**src/hdl/psw_pkg.sv**
```systemverilog
// ----------------------------------------------------------------------------
// psw_pkg
// Types and field widths shared by the priority scheduler core.
// ----------------------------------------------------------------------------
package psw_pkg;

  localparam int BURST_W = 16;
  localparam int PRIO_W  = 8;
  localparam int NUM_W   = 5;
  localparam int TIME_W  = 20;

  typedef struct packed {
    logic [BURST_W-1:0] burst_time;
    logic [PRIO_W-1:0]  job_priority;
    logic               last_job;
  } job_t;

  typedef struct packed {
    logic [NUM_W-1:0]   job_number;
    logic [BURST_W-1:0] job_burst;
    logic [PRIO_W-1:0]  job_prio;
    logic [TIME_W-1:0]  wait_time;
    logic [TIME_W-1:0]  turnaround_time;
    logic [TIME_W-1:0]  average_wait;
    logic [TIME_W-1:0]  average_turnaround;
    logic               overflowed;
    logic               last_result;
  } result_t;

  typedef struct packed {
    logic [BURST_W-1:0] burst;
    logic [PRIO_W-1:0]  prio;
    logic [NUM_W-1:0]   number;
  } entry_t;

  typedef enum logic [2:0] {
    ST_IDLE,
    ST_INSERT,
    ST_SHIFT,
    ST_SUM,
    ST_DIV,
    ST_EMIT
  } state_t;

endpackage

```
**src/hdl/priority_schedule_wait_times_core.sv**
```systemverilog
// ----------------------------------------------------------------------------
// priority_schedule_wait_times_core
// Non-preemptive priority scheduler: batch wait and turnaround times.
//
// Jobs arrive on the job channel (job_valid / job_stall) and are inserted
// into a sorted job table held in a one-port-read, one-port-write RAM.
// Insertion moves each entry of higher priority value up one place and
// then writes the new job into the freed place.
// The item marked last_job then starts the schedule: a sum pass over the
// table, a serial divide for both averages, and an emit pass that streams
// one result per cycle on the result channel while the receiver takes
// them. A stalled result holds in the output register; the emit pass waits
// until it is taken. job_stall stays high from an accepted item until its
// insertion, or the schedule it starts, is done.
// Jobs beyond MAX_JOBS are dropped and flagged as overflowed.
// Reset empties the batch; the table needs no clearing.
// ----------------------------------------------------------------------------
module priority_schedule_wait_times_core import psw_pkg::*; #(
  parameter int MAX_JOBS = 16
) (
  input  logic    clk,
  input  logic    rst,
  input  logic    job_valid,
  output logic    job_stall,
  input  job_t    job,
  output logic    result_valid,
  input  logic    result_stall,
  output result_t result
);

  localparam int CW  = $clog2(MAX_JOBS + 1);
  localparam int AW  = (MAX_JOBS > 1) ? $clog2(MAX_JOBS) : 1;
  localparam int EW  = BURST_W + CW;
  localparam int TW  = EW + CW;
  localparam int EXW = (EW > TIME_W) ? EW : TIME_W;
  localparam int QXW = (TW > TIME_W) ? TW : TIME_W;

  state_t state, state_next;

  logic [CW-1:0]      job_count;
  logic               drop_flag;
  logic [BURST_W-1:0] new_burst;
  logic [PRIO_W-1:0]  new_prio;
  logic               new_last;
  logic [AW-1:0]      pos;
  logic [CW-1:0]      rd_idx;
  logic               sum_vld;
  logic [EW-1:0]      elapsed;
  logic [TW-1:0]      total_wait;
  logic [AW-1:0]      emit_idx;

  entry_t        job_table [MAX_JOBS];
  entry_t        rdata;
  entry_t        wdata;
  entry_t        new_entry;
  logic          we;
  logic          re;
  logic [AW-1:0] waddr;
  logic [AW-1:0] raddr;

  logic          job_acc;
  logic          full;
  logic          pos_zero;
  logic          shift_go;
  logic          sum_done;
  logic          emit_end;
  logic          placed;
  logic          div_start;
  logic          emit_ld;
  logic [CW:0]   count_inc;

  logic          wait_busy;
  logic          turn_busy;
  logic [TW-1:0] wait_q;
  logic [TW-1:0] turn_q;
  logic [EW-1:0] turn;
  logic [EXW-1:0] elx;
  logic [EXW-1:0] tnx;
  logic [QXW-1:0] qwx;
  logic [QXW-1:0] qtx;

  assign job_stall = (state != ST_IDLE);
  assign job_acc   = job_valid && !job_stall;
  assign full      = (job_count == CW'(MAX_JOBS));
  assign pos_zero  = (pos == '0);
  assign shift_go  = (rdata.prio > new_prio);
  assign sum_done  = (rd_idx == job_count) && !sum_vld;
  assign emit_end  = (CW'(emit_idx) == job_count - CW'(1));
  assign count_inc = {1'b0, job_count} + (CW + 1)'(1);

  assign new_entry.burst  = new_burst;
  assign new_entry.prio   = new_prio;
  assign new_entry.number = NUM_W'(count_inc);

  assign turn = elapsed + EW'(rdata.burst);
  assign elx  = EXW'(elapsed);
  assign tnx  = EXW'(turn);
  assign qwx  = QXW'(wait_q);
  assign qtx  = QXW'(turn_q);

  always_ff @(posedge clk) begin
    if (we) begin
      job_table[waddr] <= wdata;
    end
  end

  always_ff @(posedge clk) begin
    if (re) begin
      rdata <= job_table[raddr];
    end
  end

  psw_div #(.DW(TW), .VW(CW)) u_div_wait (
    .clk      (clk),
    .rst      (rst),
    .start    (div_start),
    .dividend (total_wait),
    .divisor  (job_count),
    .busy     (wait_busy),
    .quotient (wait_q)
  );

  psw_div #(.DW(TW), .VW(CW)) u_div_turn (
    .clk      (clk),
    .rst      (rst),
    .start    (div_start),
    .dividend (total_wait + TW'(elapsed)),
    .divisor  (job_count),
    .busy     (turn_busy),
    .quotient (turn_q)
  );

  always_comb begin
    state_next = state;
    case (state)
      ST_IDLE: begin
        if (job_acc) begin
          if (!full) begin
            state_next = ST_INSERT;
          end else if (job.last_job) begin
            state_next = ST_SUM;
          end
        end
      end
      ST_INSERT: begin
        if (pos_zero) begin
          state_next = new_last ? ST_SUM : ST_IDLE;
        end else begin
          state_next = ST_SHIFT;
        end
      end
      ST_SHIFT: begin
        if (shift_go) begin
          state_next = (pos == AW'(1)) ? ST_INSERT : ST_SHIFT;
        end else begin
          state_next = new_last ? ST_SUM : ST_IDLE;
        end
      end
      ST_SUM: begin
        if (sum_done) begin
          state_next = ST_DIV;
        end
      end
      ST_DIV: begin
        if (!wait_busy && !turn_busy) begin
          state_next = ST_EMIT;
        end
      end
      ST_EMIT: begin
        if (emit_ld && emit_end) begin
          state_next = ST_IDLE;
        end
      end
      default: state_next = ST_IDLE;
    endcase
  end

  always_comb begin
    we        = 1'b0;
    re        = 1'b0;
    waddr     = pos;
    raddr     = '0;
    wdata     = new_entry;
    placed    = 1'b0;
    div_start = 1'b0;
    emit_ld   = 1'b0;
    case (state)
      ST_INSERT: begin
        if (pos_zero) begin
          we     = 1'b1;
          placed = 1'b1;
        end else begin
          re    = 1'b1;
          raddr = pos - AW'(1);
        end
      end
      ST_SHIFT: begin
        we = 1'b1;
        if (shift_go) begin
          wdata = rdata;
          if (pos != AW'(1)) begin
            re    = 1'b1;
            raddr = pos - AW'(2);
          end
        end else begin
          placed = 1'b1;
        end
      end
      ST_SUM: begin
        if (rd_idx != job_count) begin
          re    = 1'b1;
          raddr = AW'(rd_idx);
        end
        div_start = sum_done;
      end
      ST_DIV: begin
        if (!wait_busy && !turn_busy) begin
          re = 1'b1;
        end
      end
      ST_EMIT: begin
        emit_ld = !result_valid || !result_stall;
        if (emit_ld && !emit_end) begin
          re    = 1'b1;
          raddr = emit_idx + AW'(1);
        end
      end
      default: begin
      end
    endcase
  end

  always_ff @(posedge clk) begin
    if (rst) begin
      state        <= ST_IDLE;
      job_count    <= '0;
      drop_flag    <= 1'b0;
      sum_vld      <= 1'b0;
      result_valid <= 1'b0;
    end else begin
      state <= state_next;
      if (job_acc && full) begin
        drop_flag <= 1'b1;
      end
      if (placed) begin
        job_count <= job_count + CW'(1);
      end
      sum_vld <= (state == ST_SUM) && re;
      if (emit_ld) begin
        result_valid <= 1'b1;
        if (emit_end) begin
          job_count <= '0;
          drop_flag <= 1'b0;
        end
      end else if (!result_stall) begin
        result_valid <= 1'b0;
      end
    end
  end

  always_ff @(posedge clk) begin
    if (job_acc) begin
      new_burst <= job.burst_time;
      new_prio  <= job.job_priority;
      new_last  <= job.last_job;
      pos       <= AW'(job_count);
    end else if (state == ST_SHIFT && shift_go) begin
      pos <= pos - AW'(1);
    end
    case (state)
      ST_SUM: begin
        if (re) begin
          rd_idx <= rd_idx + CW'(1);
        end
        if (sum_vld) begin
          total_wait <= total_wait + TW'(elapsed);
          elapsed    <= elapsed + EW'(rdata.burst);
        end
      end
      ST_DIV: begin
        elapsed  <= '0;
        emit_idx <= '0;
      end
      ST_EMIT: begin
        if (emit_ld) begin
          elapsed  <= turn;
          emit_idx <= emit_idx + AW'(1);
        end
      end
      default: begin
        rd_idx     <= '0;
        elapsed    <= '0;
        total_wait <= '0;
      end
    endcase
    if (emit_ld) begin
      result.job_number         <= rdata.number;
      result.job_burst          <= rdata.burst;
      result.job_prio           <= rdata.prio;
      result.wait_time          <= elx[TIME_W-1:0];
      result.turnaround_time    <= tnx[TIME_W-1:0];
      result.average_wait       <= qwx[TIME_W-1:0];
      result.average_turnaround <= qtx[TIME_W-1:0];
      result.overflowed         <= drop_flag;
      result.last_result        <= emit_end;
    end
  end

`ifndef SYNTHESIS
  a_count_bound: assert property (@(posedge clk) disable iff (rst)
    job_count <= CW'(MAX_JOBS))
    else $error("job count above capacity");

  a_write_phase: assert property (@(posedge clk) disable iff (rst)
    we |-> (state == ST_INSERT || state == ST_SHIFT))
    else $error("table write outside insertion");

  a_no_collide: assert property (@(posedge clk) disable iff (rst)
    (we && re) |-> (waddr != raddr))
    else $error("read and write to the same table entry");

  a_emit_nonempty: assert property (@(posedge clk) disable iff (rst)
    (state == ST_EMIT) |-> (job_count != '0))
    else $error("emit pass with an empty table");

  a_div_idle: assert property (@(posedge clk) disable iff (rst)
    div_start |=> (wait_busy && turn_busy))
    else $error("divider did not start");
`endif

endmodule

```
**src/hdl/psw_div.sv**
```systemverilog
// ----------------------------------------------------------------------------
// psw_div
// Restoring divider, one quotient bit per cycle.
// ----------------------------------------------------------------------------
module psw_div #(
  parameter int DW = 26,
  parameter int VW = 5
) (
  input  logic          clk,
  input  logic          rst,
  input  logic          start,
  input  logic [DW-1:0] dividend,
  input  logic [VW-1:0] divisor,
  output logic          busy,
  output logic [DW-1:0] quotient
);

  localparam int CNTW = $clog2(DW + 1);

  logic [VW-1:0]   rem;
  logic [DW-1:0]   quo;
  logic [VW-1:0]   dsr;
  logic [CNTW-1:0] cnt;
  logic [VW:0]     trial;
  logic [VW:0]     diff;
  logic            fits;

  assign trial    = {rem, quo[DW-1]};
  assign diff     = trial - {1'b0, dsr};
  assign fits     = trial >= {1'b0, dsr};
  assign quotient = quo;

  always_ff @(posedge clk) begin
    if (rst) begin
      busy <= 1'b0;
    end else if (start) begin
      busy <= 1'b1;
    end else if (busy && cnt == CNTW'(1)) begin
      busy <= 1'b0;
    end
  end

  always_ff @(posedge clk) begin
    if (start) begin
      rem <= '0;
      quo <= dividend;
      dsr <= divisor;
      cnt <= CNTW'(DW);
    end else if (busy) begin
      rem <= fits ? diff[VW-1:0] : trial[VW-1:0];
      quo <= {quo[DW-2:0], fits};
      cnt <= cnt - CNTW'(1);
    end
  end

endmodule
```
**config.mk**
```make
export PLATFORM = sky130hd
export DESIGN_NAME = priority_schedule_wait_times_core
export DESIGN_NICKNAME = d
export VERILOG_FILES = /design/src/hdl/psw_pkg.sv /design/src/hdl/priority_schedule_wait_times_core.sv /design/src/hdl/psw_div.sv
export SDC_FILE = /design/constraint.sdc
export NUM_CORES = 1
export LEC_CHECK = 0
export ABC_AREA = 1
export BUFFER_PORTS_ARGS = -buffer_cell sky130_fd_sc_hd__buf_2
export CAP_MARGIN = 20
export CORE_MARGIN = 2
export CORE_UTILIZATION = 36
export CTS_BUF_LIST = sky130_fd_sc_hd__clkbuf_4 sky130_fd_sc_hd__clkbuf_8
export DETAILED_ROUTE_END_ITERATION = 12
export PLACE_DENSITY_LB_ADDON = 0.2
export SETUP_SLACK_MARGIN = 0.4
export SYNTH_ARGS = -nofsm -noshare
export SYNTH_HDL_FRONTEND = slang
export SYNTH_HIERARCHICAL = 1
export SYNTH_SLANG_ARGS = --single-unit
```
**constraint.sdc**
```tcl
create_clock -name clk -period 11.9 [get_ports clk]
set_input_delay 1.785 -clock clk [delete_from_list [all_inputs] [get_ports clk]]
set_output_delay 1.785 -clock clk [all_outputs]
set_load 0.02 [all_outputs]
```
==> results of run 1 <==
per-stage QoR:
step | worst slack, ns | std cells
2_1_floorplan | 3.35 | 3435
3_3_place_gp | 6.22 | 4748
3_5_place_dp | 6.19 | 4750
4_1_cts | 6.62 | 4983
5_1_grt | 6.13 | 4986
6_report | 6.46 | 4986
worst register-to-register path: cells and delay by family, from the launching register on:
kind | cells | cell delay [ns]
adders and majority gates | 1 | 0.39
buffers and inverters | 5 | 2.82
DFF | 1 | 0.73
and+or+nand+nor | 11 | 1.25
layout by cell type (no fill, tap or decap), types with 5 or more instances in the layout:
cell and count:
clkbuf_4 33, o21ai_0 52, clkinvlp_4 7, a21oi_1 63, bufinv_16 5, nand3b_1 7, xor2_1 25, buf_4 52
nand4_1 240, buf_2 141, inv_2 12, dfxtp_1 33, edfxtp_1 751, clkinv_2 12, clkinv_1 33, nor3_1 6
inv_6 6, inv_1 620, xnor2_1 22, nand3_1 467, clkbuf_8 138, nor2_1 111, ha_1 69, nor2_4 19
a21o_1 8, and2_1 6, nand2_1 695
path summary, 6_finish.rpt:
check,from,to,slack (ns),cells past startpoint
worst max register to register,job_count[0],rdata[28],6.46,17
worst min-delay path,drop_flag,result[1],0.44,0
worst min register to register,drop_flag,result[1],0.44,0
worst max-delay path,job_count[0],rdata[28],6.46,17
layout make-up:
type,instances,share of cell area
clock inverter,62,0.0113
tap,1287,0.0396
multi-input combinational,1848,0.238
timing repair buffer,197,0.0291
sequential,784,0.570
clock buffer,171,0.0527
antenna,1,0.0000615
inverter,636,0.0588
flip-flops by register name, indices dropped and copies added (netlist names), 5 cells and up:
| name | count |
|---|---|
| job_table | 464 |
| result | 111 |
| rdata | 29 |
| total_wait | 26 |
| u_div_turn/quotient | 26 |
| u_div_wait/quotient | 26 |
| elapsed | 21 |
| new_burst | 16 |
| new_prio | 8 |
| job_count | 5 |
| rd_idx | 5 |
| u_div_turn/cnt | 5 |
| u_div_turn/dsr | 5 |
| u_div_turn/rem | 5 |
| u_div_wait/cnt | 5 |
| u_div_wait/dsr | 5 |
| u_div_wait/rem | 5 |
synth_stat cells (4+ instances only):
cell      instances
clkbuf_1         56
inv_2            11
nor2_1          126
a21oi_1          64
and2_1            6
edfxtp_1        751
a21o_1            8
o21ai_0          53
dfxtp_1          33
o21bai_1          4
xor2_1           25
nand2_1         695
a211oi_1          4
buf_6            11
fa_1              4
nand3b_1          7
nand4_1         240
buf_4            10
inv_1           623
ha_1             69
xnor2_1          22
nor3_1            7
or2_2             4
buf_1            14
nor2_4            4
nand3_1         467
buf_2            76
power by group through the flow:
stage / sequential [µW] / clock (µW) / combinational, µW
after floorplan: 3860 / 0 / 2210
after global placement: 3970 / 0 / 3130
after detailed placement: 3970 / 0 / 3150
after CTS: 3910 / 2490 / 3170
after global routing: 3940 / 2600 / 3530
final: 3910 / 2420 / 3150
per-layer routing:
layer  routed length, µm  track usage  vias up
met5                   0            0        -
li1                    -            -    12000
met2               46500        0.309      624
met1               43900        0.258    12000
met3                5210       0.0357      158
met4                2050       0.0565        0
logic make-up (layout without fill, tap and decap cells):
logic type,Yosys count,in the layout,share of synthesized area
flops,784,784,0.645
fa+ha+maj,73,73,0.0262
compound gates,147,147,0.0224
simple gates,1581,1581,0.205
xor+xnor,47,47,0.0114
other cells,0,1,0
buf+inv,803,1066,0.0898
==> flow_summary.toml, run 1 <==
[setup_path]
path_buf_inv = 5
path_class = "register to register"
end_kind = "register"
slowest_delay_ns = 0.93
path_max_fanout = 85
cp.arrival_ns = 5.98
start_kind = "register"
path_cells = "inv_2 > ha_1 > nand2_1 > inv_1 > nor2_1 > nand2_1 > nor2_1 > nand3_2 > nand3_4 > buf_4 > buf_4 > buf_4 > nand4_1 > nand3_1 > nand3_1 > nand3_1 > nand2_1"
cp_top_family = "buffers and inverters"
crit_slowest_cell = "buf_4"
worstPathRequired_ns = 12.45

[logic_synthesis]
synthesis.area_mm2 = 0.0360
syn_nets = 3537
yosysTopAreaCell = "edfxtp_1"
synth_edf_count = 751
yosysUniqueCellTypes = 48
synth_ff_type = "edfxtp_1"
syn_avg_cell_area_um2 = 10.5
ys_ff_latch = 784
async_flop_share = 0
yosysSeqAreaShare = 0.645
syn_inst = 3435
synthTopCellsByArea = "edfxtp_1, nand2_1, inv_1"
yosysTopAreaCellShare = 0.627
ys_warn_count = 6

[run]
maxCapViolCount = 0

[floorplanning]
die_x_um = 320
initial_utilization = 0.364
die_h_um = 320
num_rows = 115
core_area_mm2 = 0.0987
io-pin-count = 142
fp.dieArea_mm2 = 0.102

[detailed_routing]
num_vias = 24700
via_per_inst = 4.95
drtIter0Drc = 1884
drc = 0
totalWireLength_mm = 97.6
wl_per_cell_um = 19.6
ant_nets = 0
drtPass1Iterations = 6

[status]
status = "complete, no violations"

[placement]
placed_cell_area_mm2 = 0.0381
place.gp.congestion = 0.831
numPortBuffers = 141
dp.final_hpwl_mm = 54.8

[power_and_ir_drop]
seqPwrFrac = 0.413
p_clk_frac = 0.255
p_total_uw = 9480
power.internal_uw = 5870
irDropWorstVdd_mv = 0.116
power_density_mw_per_mm2 = 233
p_leak_uw = 0.0172
swShare = 0.381
p_sw_uw = 3610
p_comb_frac = 0.332

[cts]
path_clk_slew_ns = 0.06
cts_resized = 0
cts_max_level = 4
cts.sinks = 784
cts_tree = "built"
clock_latency_ns = 0.82
root_buffer = "clkbuf_8"
cts_buffer_depth = 3
postCtsSetupBuffers = 0
cts_buffers = 135
cts.hold.buffers_added = 0

[grt]
grt_pass1_vias = 23600
grt_pass1_wl_mm = 148
gr-usage-all-layers = 0.190
antenna_found_initial = 1
overflow = 0
grt_max_degree = 178

[sta]
tns_ns = 0
period_share = 0.457
hold_ws_ns = 0.445
finClkSkew_ns = 0.0479
hold_violations = 0
period_needed_ns = 5.44
final_max_slew_viol_count = 0
rsz0062_at_grt = "no"
worstMarginPinSlew_ns = 1.08
fmax_mhz = 184
max_slew_margin = 0.278
finalSetupViolCount = 0

[cells_and_area]
multiInputGateArea_mm2 = 0.00970
syn2layout_area_growth_pct = 13.2
fillers = 9574
register_area_mm2 = 0.0232
nets = 3704
utilization = 0.412
stdcell_area_mm2 = 0.0407
drive_gt1_frac = 0.124

[min_path]
worstHoldPathType = "register to register"
Power figures use the tool's default switching activity.
==> run 2, diff against run 1 <==
clock period = 4.75 ns   (was 11.9 ns; I/O delays follow)
==> run 2 against run 1 <==
Against the previous run:
- via count up 0.98%
- sequential cell count did not move
- total power grew to 2.5 times the previous value
- global-route usage rose by 0.30 points
- count of clock-buffer cells in the layout up 13
- worst setup slack got worse by 5.4 ns
- clock skew down 0.0072 ns
- combinational power grew to 2.6 times the previous value
- utilization is 0.30 points higher
- sequential power grew to 2.5 times the previous value
- largest cell class unchanged
==> flow_summary.toml, run 2 (synthesis results as in run 1) <==
[grt]
grt_max_degree = 130
grt_pass1_wl_mm = 150
grt_pass1_vias = 23900
gr-usage-all-layers = 0.193
antenna_found_initial = 2
overflow = 0

[power_and_ir_drop]
p_leak_uw = 0.0174
irDropWorstVdd_mv = 0.720
p_total_uw = 23900
power_density_mw_per_mm2 = 582

[setup_path]
worstPathRequired_ns = 5.28
slowest_delay_ns = 0.74
start_kind = "register"
cp.arrival_ns = 4.22
end_kind = "register"
rrSetupSlack_ns = 1.06
path_max_fanout = 58
r2r-start = "job_count[0]"
cp.depth = 17
cp_common_cell = "nand2_1"
r2r-end = "rdata[11]"
cp_top_family = "simple AND/OR/NAND/NOR gates"
path_class = "register to register"
crit_slowest_cell = "buf_4"
path_cells = "inv_2 > ha_1 > nand2_1 > inv_1 > nor2_1 > nand2_1 > nor2_1 > nand3_2 > nand2_1 > nor2_1 > nand2_1 > nand2_1 > nor2_4 > buf_4 > nand3_1 > nand3_1 > nand2_1"
rr_worst_depth = 17
path_buf_inv = 3

[cells_and_area]
syn2layout_area_growth_pct = 14.0
largest_reg_flops = 464
mostFrequentLayoutCell = "edfxtp_1"
regMostFlops = "job_table"
drive_gt1_frac = 0.127
reg_top3 = "job_table: 464 flops, result: 111 flops, rdata: 29 flops"
nets = 3729
utilization = 0.415
mostFrequentLayoutCells = "edfxtp_1, nand2_1, inv_1"
stdcell_area_mm2 = 0.0410

[status]
status = "complete, no violations"

[floorplanning]
num_rows = 115
core_area_mm2 = 0.0987
die_h_um = 320
initial_utilization = 0.364
io-pin-count = 142
fp.dieArea_mm2 = 0.102
die_x_um = 320

[cts]
cts_buffer_depth = 3
cts_buffers = 139
cts.sinks = 784
path_clk_slew_ns = 0.05
cts_max_level = 4
cts_tree = "built"
clock_latency_ns = 0.82
root_buffer = "clkbuf_8"

[placement]
dp.final_hpwl_mm = 57.6
numPortBuffers = 141
place.gp.congestion = 0.844
placed_cell_area_mm2 = 0.0383

[min_path]
hold_depth = 1
worstHoldStart = "job[8]"
worstHoldPathType = "input pin to register"
whs_endpoint = "new_prio[7]"

[run]
maxCapViolCount = 0

[sta]
period_needed_ns = 3.69
final_max_slew_viol_count = 0
max_slew_margin = 0.254
worstMarginPinSlew_ns = 1.12
hold_violations = 0
finClkSkew_ns = 0.0407
period_share = 0.777
rsz0062_at_grt = "no"
tns_ns = 0
finalSetupViolCount = 0
fmax_mhz = 271

[detailed_routing]
drtIter0Drc = 2088
ant_nets = 0
drtPass1Iterations = 5
wl_per_cell_um = 19.7
totalWireLength_mm = 98.9
via_per_inst = 4.98
drc = 0
num_vias = 24900
run 2: cell type report:
| class | count | area [µm²] |
|---|---|---|
| fillers | 9565 | 57700 |
| flip-flops and latches | 784 | 23200 |
| multi-input cells | 1848 | 9700 |
| inverters | 636 | 2390 |
| clock buffers | 184 | 2270 |
| well taps | 1287 | 1610 |
| repair buffers | 218 | 1500 |
| clock inverters | 54 | 312 |
| diodes | 2 | 5.00 |
run 2: through the flow:
| stage | instances | worst slack, ns | hold WS [ns] |
|---|---|---|---|
| global placement | 4758 | 1.17 | 0.434 |
| CTS | 5009 | 1.09 | 0.00194 |
| global route | 5013 | 0.884 | 0.0255 |
| finish | 5013 | 1.06 | 0.0850 |
| floorplan | 3435 | 0.724 | 0.409 |
| detailed placement | 4759 | 1.08 | 0.435 |
run 2: where the power goes:
part / leakage [µW] / internal (µW) / switching (µW)
Clock: 0.00135 / 3160 / 2810
Combinational: 0.00879 / 2310 / 5770
Sequential: 0.00724 / 9220 / 595
run 2: per-layer routing:
metal  part of all wire  GRT usage
met2               0.48      0.314
met1               0.44      0.261
met4              0.023     0.0591
met5                  0          0
met3              0.059     0.0363
run 2: how the worst max path moves through the flow:
stage                             from   endpoint  slack, ns
after floorplan           result_stall  rdata[22]       0.72
after global placement    job_count[0]  rdata[11]       1.17
after detailed placement  job_count[0]  rdata[11]       1.08
after CTS                 job_count[0]  rdata[11]       1.09
after global routing      job_count[0]   rdata[8]       0.88
final                     job_count[0]  rdata[11]       1.06
run 2: worst register-to-register path, cell delays in order (launching register included):
cell     delay, ns
dfxtp_1       0.59
inv_2         0.13
ha_1          0.46
nand2_1       0.13
inv_1         0.04
nor2_1        0.08
nand2_1       0.06
nor2_1        0.12
nand3_2       0.14
nand2_1       0.12
nor2_1        0.06
nand2_1       0.09
nand2_1       0.10
nor2_4        0.13
buf_4         0.74
nand3_1       0.18
nand3_1       0.13
nand2_1       0.13
run 2: timing repair:
item | 4_1_cts | 5_1_grt
buffers inserted | 0 | 0
gates resized for setup | 0 | 0
endpoints found under the hold margin | 12 | 0
hold buffers | 12 | 0
